<file path="src/rtl/magic_length_crc8_deframer_assert.svh">
// ----------------------------------------------------------------------------
// Assertion macros for the sync-word deframer
// Clocked on clk, disabled while rst_n is low.
// ----------------------------------------------------------------------------
`ifndef MAGIC_LENGTH_CRC8_DEFRAMER_ASSERT_SVH
`define MAGIC_LENGTH_CRC8_DEFRAMER_ASSERT_SVH
`ifndef NO_ASSERTIONS
// cons must hold in the same cycle as ante
`define MLCD_ASSERT_SAME(label, ante, cons) \
  label: assert property (@(posedge clk) disable iff (!rst_n) (ante) |-> (cons)) \
    else $error("deframer assertion failed");
// cons must hold in the cycle after ante
`define MLCD_ASSERT_NEXT(label, ante, cons) \
  label: assert property (@(posedge clk) disable iff (!rst_n) (ante) |=> (cons)) \
    else $error("deframer assertion failed");
`else
`define MLCD_ASSERT_SAME(label, ante, cons)
`define MLCD_ASSERT_NEXT(label, ante, cons)
`endif
`endif

</file>
<file path="src/rtl/mlcd_pkg.sv">
// ----------------------------------------------------------------------------
// mlcd_pkg
// Types and constants shared by the deframer modules, and the CRC-8 byte update used by mlcd_core.
// ----------------------------------------------------------------------------
package mlcd_pkg;

  localparam logic [7:0]  SYNC_FIRST  = 8'hA5;
  localparam logic [7:0]  SYNC_SECOND = 8'h5A;
  localparam logic [7:0]  CRC_POLY    = 8'h07;
  localparam logic [7:0]  CRC_TOP     = 8'h80;

  localparam logic [15:0] MAX_LEN_RESET = 16'd5120;

  localparam int          CFG_ADDR_W       = 2;
  localparam logic [1:0]  CFG_MAX_LEN_ADDR = 2'd0;

  typedef enum logic [2:0] {
    PH_HUNT0   = 3'd0,
    PH_HUNT1   = 3'd1,
    PH_LEN_LO  = 3'd2,
    PH_LEN_HI  = 3'd3,
    PH_PAYLOAD = 3'd4,
    PH_CRC     = 3'd5
  } phase_t;

  typedef enum logic [1:0] {
    EV_BYTE     = 2'd0,
    EV_GOOD     = 2'd1,
    EV_CRC_BAD  = 2'd2,
    EV_TOO_LONG = 2'd3
  } event_t;

  typedef struct packed {
    event_t      kind;
    logic [7:0]  data;
    logic [15:0] len;
  } result_t;

  // MSB-first CRC-8 update of one byte, eight shift steps
  function automatic logic [7:0] crc8_byte(input logic [7:0] crc, input logic [7:0] b);
    logic [7:0] c;
    c = crc ^ b;
    for (int k = 0; k < 8; k++) begin
      if ((c & CRC_TOP) != 8'h00) begin
        c = (c << 1) ^ CRC_POLY;
      end else begin
        c = c << 1;
      end
    end
    return c;
  endfunction

endpackage

</file>
<file path="src/rtl/mlcd_cfg.sv">
// ----------------------------------------------------------------------------
// mlcd_cfg
// APB register file holding the maximum payload length.
// ----------------------------------------------------------------------------
module mlcd_cfg
  import mlcd_pkg::*;
(
  input  logic                  clk,
  input  logic                  rst_n,
  input  logic                  psel,
  input  logic                  penable,
  input  logic                  pwrite,
  input  logic [CFG_ADDR_W-1:0] paddr,
  input  logic [31:0]           pwdata,
  output logic [31:0]           prdata,
  output logic                  pready,
  output logic [15:0]           max_len
);

  logic [15:0] max_len_r;
  logic        wr_en;

  assign pready = 1'b1;
  assign wr_en  = psel && penable && pwrite;

  always_ff @(posedge clk) begin
    if (!rst_n) begin
      max_len_r <= MAX_LEN_RESET;
    end else if (wr_en && (paddr == CFG_MAX_LEN_ADDR)) begin
      max_len_r <= pwdata[15:0];
    end
  end

  always_comb begin
    unique case (paddr)
      CFG_MAX_LEN_ADDR: prdata = {16'h0000, max_len_r};
      default:          prdata = 32'h0000_0000;
    endcase
  end

  assign max_len = max_len_r;

endmodule

</file>
<file path="src/rtl/mlcd_core.sv">
// ----------------------------------------------------------------------------
// mlcd_core
// Input register and frame state: sync hunt, length, payload count, CRC-8.
// ----------------------------------------------------------------------------
`include "magic_length_crc8_deframer_assert.svh"
module mlcd_core
  import mlcd_pkg::*;
(
  input  logic        clk,
  input  logic        rst_n,
  input  logic        in_valid,
  output logic        in_stall,
  input  logic [7:0]  in_rx_byte,
  input  logic        in_link_down,
  input  logic [15:0] max_len,
  input  logic        out_ready,
  output logic        res_load,
  output result_t     res
);

  logic        s1_valid_r, s1_valid_nxt;
  logic [7:0]  s1_byte_r;
  logic        s1_down_r;
  logic        accept;
  logic        advance;

  phase_t      phase_r, phase_nxt;
  logic [7:0]  len_lo_r, len_lo_nxt;
  logic [15:0] frame_len_r, frame_len_nxt;
  logic [15:0] bytes_left_r, bytes_left_nxt;
  logic [7:0]  crc_r, crc_nxt;
  logic [7:0]  crc_upd;
  logic        emit;
  event_t      kind;

  assign in_stall = s1_valid_r && !out_ready;
  assign accept   = in_valid && !in_stall;
  assign advance  = s1_valid_r && out_ready;

  always_comb begin
    if (accept) begin
      s1_valid_nxt = 1'b1;
    end else if (advance) begin
      s1_valid_nxt = 1'b0;
    end else begin
      s1_valid_nxt = s1_valid_r;
    end
  end

  always_ff @(posedge clk) begin
    if (!rst_n) begin
      s1_valid_r <= 1'b0;
    end else begin
      s1_valid_r <= s1_valid_nxt;
    end
  end

  always_ff @(posedge clk) begin
    if (accept) begin
      s1_byte_r <= in_rx_byte;
      s1_down_r <= in_link_down;
    end
  end

  // the first length byte restarts the CRC from zero
  assign crc_upd = crc8_byte((phase_r == PH_LEN_LO) ? 8'h00 : crc_r, s1_byte_r);

  // next state
  always_comb begin
    phase_nxt      = phase_r;
    len_lo_nxt     = len_lo_r;
    frame_len_nxt  = frame_len_r;
    bytes_left_nxt = bytes_left_r;
    crc_nxt        = crc_r;
    if (s1_down_r) begin
      phase_nxt = PH_HUNT0;
    end else begin
      unique case (phase_r)
        PH_HUNT1: begin
          if (s1_byte_r == SYNC_SECOND) begin
            phase_nxt = PH_LEN_LO;
          end else if (s1_byte_r == SYNC_FIRST) begin
            phase_nxt = PH_HUNT1;
          end else begin
            phase_nxt = PH_HUNT0;
          end
        end
        PH_LEN_LO: begin
          len_lo_nxt = s1_byte_r;
          crc_nxt    = crc_upd;
          phase_nxt  = PH_LEN_HI;
        end
        PH_LEN_HI: begin
          frame_len_nxt = {s1_byte_r, len_lo_r};
          crc_nxt       = crc_upd;
          if (frame_len_nxt > max_len) begin
            phase_nxt = PH_HUNT0;
          end else begin
            bytes_left_nxt = frame_len_nxt;
            phase_nxt      = (frame_len_nxt == 16'h0000) ? PH_CRC : PH_PAYLOAD;
          end
        end
        PH_PAYLOAD: begin
          crc_nxt        = crc_upd;
          bytes_left_nxt = bytes_left_r - 16'd1;
          if (bytes_left_nxt == 16'h0000) begin
            phase_nxt = PH_CRC;
          end
        end
        PH_CRC: begin
          phase_nxt = PH_HUNT0;
        end
        default: begin
          phase_nxt = (s1_byte_r == SYNC_FIRST) ? PH_HUNT1 : PH_HUNT0;
        end
      endcase
    end
  end

  // outputs
  always_comb begin
    emit = 1'b0;
    kind = EV_BYTE;
    if (!s1_down_r) begin
      unique case (phase_r)
        PH_LEN_HI: begin
          emit = ({s1_byte_r, len_lo_r} > max_len);
          kind = EV_TOO_LONG;
        end
        PH_PAYLOAD: begin
          emit = 1'b1;
          kind = EV_BYTE;
        end
        PH_CRC: begin
          emit = 1'b1;
          kind = (s1_byte_r == crc_r) ? EV_GOOD : EV_CRC_BAD;
        end
        default: begin
          emit = 1'b0;
          kind = EV_BYTE;
        end
      endcase
    end
  end

  assign res_load  = advance && emit;
  assign res.kind  = kind;
  assign res.data  = (kind == EV_BYTE) ? s1_byte_r : 8'h00;
  assign res.len   = frame_len_nxt;

  always_ff @(posedge clk) begin
    if (!rst_n) begin
      phase_r      <= PH_HUNT0;
      len_lo_r     <= 8'h00;
      frame_len_r  <= 16'h0000;
      bytes_left_r <= 16'h0000;
      crc_r        <= 8'h00;
    end else if (advance) begin
      phase_r      <= phase_nxt;
      len_lo_r     <= len_lo_nxt;
      frame_len_r  <= frame_len_nxt;
      bytes_left_r <= bytes_left_nxt;
      crc_r        <= crc_nxt;
    end
  end

  `MLCD_ASSERT_SAME(a_payload_left, phase_r == PH_PAYLOAD, bytes_left_r != 16'h0000)
  `MLCD_ASSERT_NEXT(a_down_hunt, advance && s1_down_r, phase_r == PH_HUNT0)
  `MLCD_ASSERT_NEXT(a_crc_end, advance && !s1_down_r && phase_r == PH_CRC, phase_r == PH_HUNT0)

endmodule

</file>
<file path="src/rtl/mlcd_out.sv">
// ----------------------------------------------------------------------------
// mlcd_out
// Result register of the deframer; takes a new result whenever it drains.
// ----------------------------------------------------------------------------
module mlcd_out
  import mlcd_pkg::*;
(
  input  logic        clk,
  input  logic        rst_n,
  input  logic        res_load,
  input  result_t     res,
  output logic        out_ready,
  output logic        out_valid,
  input  logic        out_stall,
  output logic [1:0]  out_event_kind,
  output logic [7:0]  out_out_byte,
  output logic [15:0] out_frame_length
);

  logic    out_valid_r, out_valid_nxt;
  result_t res_r;

  assign out_ready = !out_valid_r || !out_stall;

  always_comb begin
    if (out_ready) begin
      out_valid_nxt = res_load;
    end else begin
      out_valid_nxt = out_valid_r;
    end
  end

  always_ff @(posedge clk) begin
    if (!rst_n) begin
      out_valid_r <= 1'b0;
    end else begin
      out_valid_r <= out_valid_nxt;
    end
  end

  always_ff @(posedge clk) begin
    if (res_load) begin
      res_r <= res;
    end
  end

  assign out_valid        = out_valid_r;
  assign out_event_kind   = res_r.kind;
  assign out_out_byte     = res_r.data;
  assign out_frame_length = res_r.len;

endmodule

</file>
<file path="src/rtl/magic_length_crc8_deframer.sv">
// One received byte per transfer in, one event per transfer out. The block takes a
// byte every cycle while in_stall is low and delivers its event (payload byte, frame
// good, CRC mismatch, length too large) through the input register and then the
// result register. Hunt bytes, length bytes that pass and link-down bytes give no
// event. A stall on the result side holds the input side only once both registers
// are full.
// ----------------------------------------------------------------------------
// magic_length_crc8_deframer
// Sync-word / length / CRC-8 deframer with an APB maximum-length register.
// ----------------------------------------------------------------------------
module magic_length_crc8_deframer
  import mlcd_pkg::*;
(
  input  logic                  clk,
  input  logic                  rst_n,
  input  logic                  in_valid,
  output logic                  in_stall,
  input  logic [7:0]            in_rx_byte,
  input  logic                  in_link_down,
  output logic                  out_valid,
  input  logic                  out_stall,
  output logic [1:0]            out_event_kind,
  output logic [7:0]            out_out_byte,
  output logic [15:0]           out_frame_length,
  input  logic                  psel,
  input  logic                  penable,
  input  logic                  pwrite,
  input  logic [CFG_ADDR_W-1:0] paddr,
  input  logic [31:0]           pwdata,
  output logic [31:0]           prdata,
  output logic                  pready
);

  logic        out_ready;
  logic        res_load;
  result_t     res;
  logic [15:0] max_len;

  mlcd_cfg u_cfg (
    .clk     (clk),
    .rst_n   (rst_n),
    .psel    (psel),
    .penable (penable),
    .pwrite  (pwrite),
    .paddr   (paddr),
    .pwdata  (pwdata),
    .prdata  (prdata),
    .pready  (pready),
    .max_len (max_len)
  );

  mlcd_core u_core (
    .clk          (clk),
    .rst_n        (rst_n),
    .in_valid     (in_valid),
    .in_stall     (in_stall),
    .in_rx_byte   (in_rx_byte),
    .in_link_down (in_link_down),
    .max_len      (max_len),
    .out_ready    (out_ready),
    .res_load     (res_load),
    .res          (res)
  );

  mlcd_out u_out (
    .clk              (clk),
    .rst_n            (rst_n),
    .res_load         (res_load),
    .res              (res),
    .out_ready        (out_ready),
    .out_valid        (out_valid),
    .out_stall        (out_stall),
    .out_event_kind   (out_event_kind),
    .out_out_byte     (out_out_byte),
    .out_frame_length (out_frame_length)
  );

endmodule

</file>
<file path="config.mk">
export PLATFORM = sky130hd
export DESIGN_NAME = magic_length_crc8_deframer
export DESIGN_NICKNAME = d
export VERILOG_FILES = /design/src/rtl/mlcd_pkg.sv /design/src/rtl/mlcd_cfg.sv /design/src/rtl/mlcd_core.sv /design/src/rtl/mlcd_out.sv /design/src/rtl/magic_length_crc8_deframer.sv
export VERILOG_INCLUDE_DIRS = /design/src /design/src/rtl
export SDC_FILE = /design/constraint.sdc
export NUM_CORES = 1
export LEC_CHECK = 0
export BUFFER_PORTS_ARGS = -buffer_cell sky130_fd_sc_hd__buf_2
export CORE_MARGIN = 1.5
export CORE_UTILIZATION = 40
export CTS_BUF_LIST = sky130_fd_sc_hd__clkbuf_8
export CTS_CLUSTER_DIAMETER = 50
export DETAILED_ROUTE_END_ITERATION = 8
export SYNTH_ARGS = -nofsm -noshare
export SYNTH_HDL_FRONTEND = slang
export SYNTH_SLANG_ARGS = --single-unit
</file>
<file path="constraint.sdc">
create_clock -name clk -period 3.6 [get_ports clk]
set_input_delay 0.9 -clock clk [delete_from_list [all_inputs] [get_ports clk]]
set_output_delay 0.9 -clock clk [all_outputs]
set_load 0.02 [all_outputs]
</file>
==> flow_summary.json <==
{
  "clkSinkCount": 104,
  "cp_max_fo": 15,
  "rsz0062_at_grt": "no",
  "hold_class": "flop to flop",
  "finalPower_w": 0.00216,
  "ys_warn_count": 0,
  "startpoint_type": "flop",
  "fin_setup_tns_ns": 0,
  "drt-initial-drc-count": 351,
  "final_max_slew_viol_count": 0,
  "diodes": 0,
  "core_area_sq_um": 14000,
  "drv_cap": 0,
  "fillers": 1402,
  "routabilityCongestion": 0.840,
  "yosys.area.top_type": "dfxtp_1",
  "dieWidth_um": 123,
  "synth_ff_type": "dfxtp_1",
  "drt-total-wl_mm": 14.0,
  "syn_area_per_cell_sq_um": 8.96,
  "hp-start": "u_cfg.max_len[4]",
  "grt_pass1_wl_mm": 22.7,
  "critPathLaunch": "u_core.s1_byte_r[3]",
  "area_growth_pct": 12.0,
  "grt_max_degree": 41,
  "leakagePower_nw": 2.49,
  "numCtsBuffers": 9,
  "setup_violations": 0,
  "r2r-start": "u_core.s1_byte_r[3]",
  "hold_viol": 0,
  "fin_util_pct": 46.3,
  "grt_pass1_vias": 4418,
  "drtPass1Iterations": 4,
  "grtUsageTotal_pct": 19.6,
  "rows": 43,
  "ios": 111,
  "netlist.area_leader.share_pct": 23.9,
  "cts_setup_buffers": 0,
  "cts.clk_slew.worst_paths_ns": 0.10,
  "via_count": 4692,
  "cp.arrival_ns": 3.23,
  "grt-ovfl-total": 0,
  "p_per_area_nw_per_um2": 334,
  "die_h_um": 123,
  "status": "finished clean",
  "dieArea_sq_um": 15200,
  "fin_skew_ns": 0.0139,
  "cts_resized": 0,
  "wl_per_cell_um": 15.7,
  "synthDistinctLibCells": 72,
  "cts_root_buf": "clkbuf_8",
  "crit_path_end_kind": "flop",
  "cts_tree": "yes",
  "synthArstFlopShare_pct": 0,
  "cts.htree.levels": 3,
  "clk_latency_ns": 0.39,
  "max_freq_mhz": 319,
  "start_util_pct": 41.3,
  "path_class": "flop to flop",
  "postRouteAntennaNets": 0,
  "ys_ff_latch": 104,
  "port_buffers": 77,
  "finalCritPeriodShare_pct": 87.0,
  "worstMarginPinSlew_ns": 0.975,
  "netlist_instances": 645,
  "drc": 0,
  "syn-cell-area_sq_um": 5780,
  "dp.final_hpwl_mm": 9.99,
  "synth.area.top_cells": "dfxtp_1 24%, edfxtp_1 18%, nand2_1 7.7%, a21boi_0 4.5%, ha_1 3.9%",
  "worstPathRequired_ns": 3.70,
  "period_needed_ns": 3.13,
  "via_per_inst": 5.25,
  "synthTopCellsByCount": "119 x nand2_1, 69 x dfxtp_1, 35 x a21boi_0, 35 x edfxtp_1, 33 x clkbuf_1",
  "final_nets": 776,
  "drive_gt1_share_pct": 20.6,
  "cts_hold_buf": 0,
  "antenna_found_initial": 0,
  "peakVddDrop_uv": 184,
  "synth_edf_count": 35,
  "cts.path.max_buffers": 2,
  "seq_area_frac_synth_pct": 42.1,
  "slew_headroom_pct": 34.6,
  "synth.most_common_cell": "nand2_1"
}
==> layout by cell type (no fill, tap or decap), types with 4 or more instances in the layout <==
master    count
a21boi_0     35
a21o_1        4
a21oi_1      15
a31oi_1       4
and2_1       11
buf_2        77
buf_4        21
clkbuf_8     10
conb_1       17
dfxtp_1      69
edfxtp_1     35
ha_1         18
inv_1        21
mux2_2       17
mux2i_1      10
nand2_1     119
nand4_1       8
nor2_1       29
nor2b_1      16
nor3_1       20
nor4_1        7
o211ai_1     11
o21a_1        5
o21ai_0      27
o22ai_1       8
o31ai_1       6
xnor2_1      14
xor2_1       16
==> area by class of cell <==
class                           count  area, sq um  share of cell area (%)
Inverter                           20         75.1                    1.16
Sequential cell                   104         2430                    37.6
Clock buffer                       10          138                    2.13
Tap cell                          180          225                    3.48
Timing Repair Buffer               98          543                    8.39
Clock inverter                      6         42.5                   0.657
Multi-Input combinational cell    475         3020                    46.6
==> worst paths after layout <==
path / slack (ns) / depth (start not counted) / to
worst max-delay path: 0.47 / 8 / u_out.out_out_byte[5]
worst min-delay path: 0.47 / 2 / u_cfg.max_len[4]
worst max register to register: 0.47 / 8 / u_out.out_out_byte[5]
worst min register to register: 0.47 / 2 / u_cfg.max_len[4]
==> metrics by stage <==
stage                     hold slack (ns)  setup slack [ns]  area (sq um)  instances
after floorplan                     0.440             0.472          5840        660
after CTS                           0.470             0.459          6470        893
after detailed placement            0.455             0.476          6290        877
after global placement              0.445             0.619          6290        877
final                               0.465             0.468          6470        893
after global routing                0.494             0.103          6470        893
==> power by group <==
group	total, W	internal [W]	switching (W)
Sequential	0.00123	0.00122	0.00000839
Clock	0.000695	0.000274	0.000420
Combinational	0.000241	0.0000938	0.000147
Total	0.00216	0.00159	0.000576
==> per-layer routing <==
layer / GRT usage (%) / vias to the layer above / part of all wire [%]
li1: - / 2337 / -
met1: 25.5 / 2198 / 45
met2: 32.4 / 146 / 47
met3: 4.70 / 11 / 6.8
met4: 5.60 / 0 / 1.0
met5: 0 / - / 0
==> cells by family (layout without fill, tap and decap cells) <==
| family | count (synthesis) | after routing | synth area share (%) |
|---|---|---|---|
| and+or+nand+nor | 244 | 244 | 20.7 |
| AOI/OAI and AO/OA | 138 | 138 | 16.5 |
| DFF | 104 | 104 | 42.1 |
| buffers and inverters | 81 | 134 | 6.73 |
| xor gates and xnor gates | 31 | 31 | 4.94 |
| muxes | 27 | 27 | 5.04 |
| adders and majority gates | 18 | 18 | 3.90 |
| other | 2 | 17 | 0.130 |
==> state kept, by name, summed over array words and instances (netlist names) <==
name and flops:
u_out.out_out_byte 8, u_core.bytes_left_r 16, u_core.phase_r 3, u_core.s1_valid_r 1
u_core.len_lo_r 8, u_core.s1_byte_r 8, u_out.out_event_kind 2, u_core.s1_down_r 1
u_core.frame_len_r 16, u_cfg.max_len 16, u_out.out_frame_length 16, u_out.out_valid 1
u_core.crc_r 8
==> critical path: stages (launching register included) <==
cell and delay, ns:
edfxtp_1 0.44, ha_1 0.35, nand4_1 0.16, a2111oi_0 0.46, a211oi_1 0.15, nor2_1 0.21, a31oi_1 0.12, nor2_2 0.61
buf_4 0.34
(Power assumes the default switching activity.)
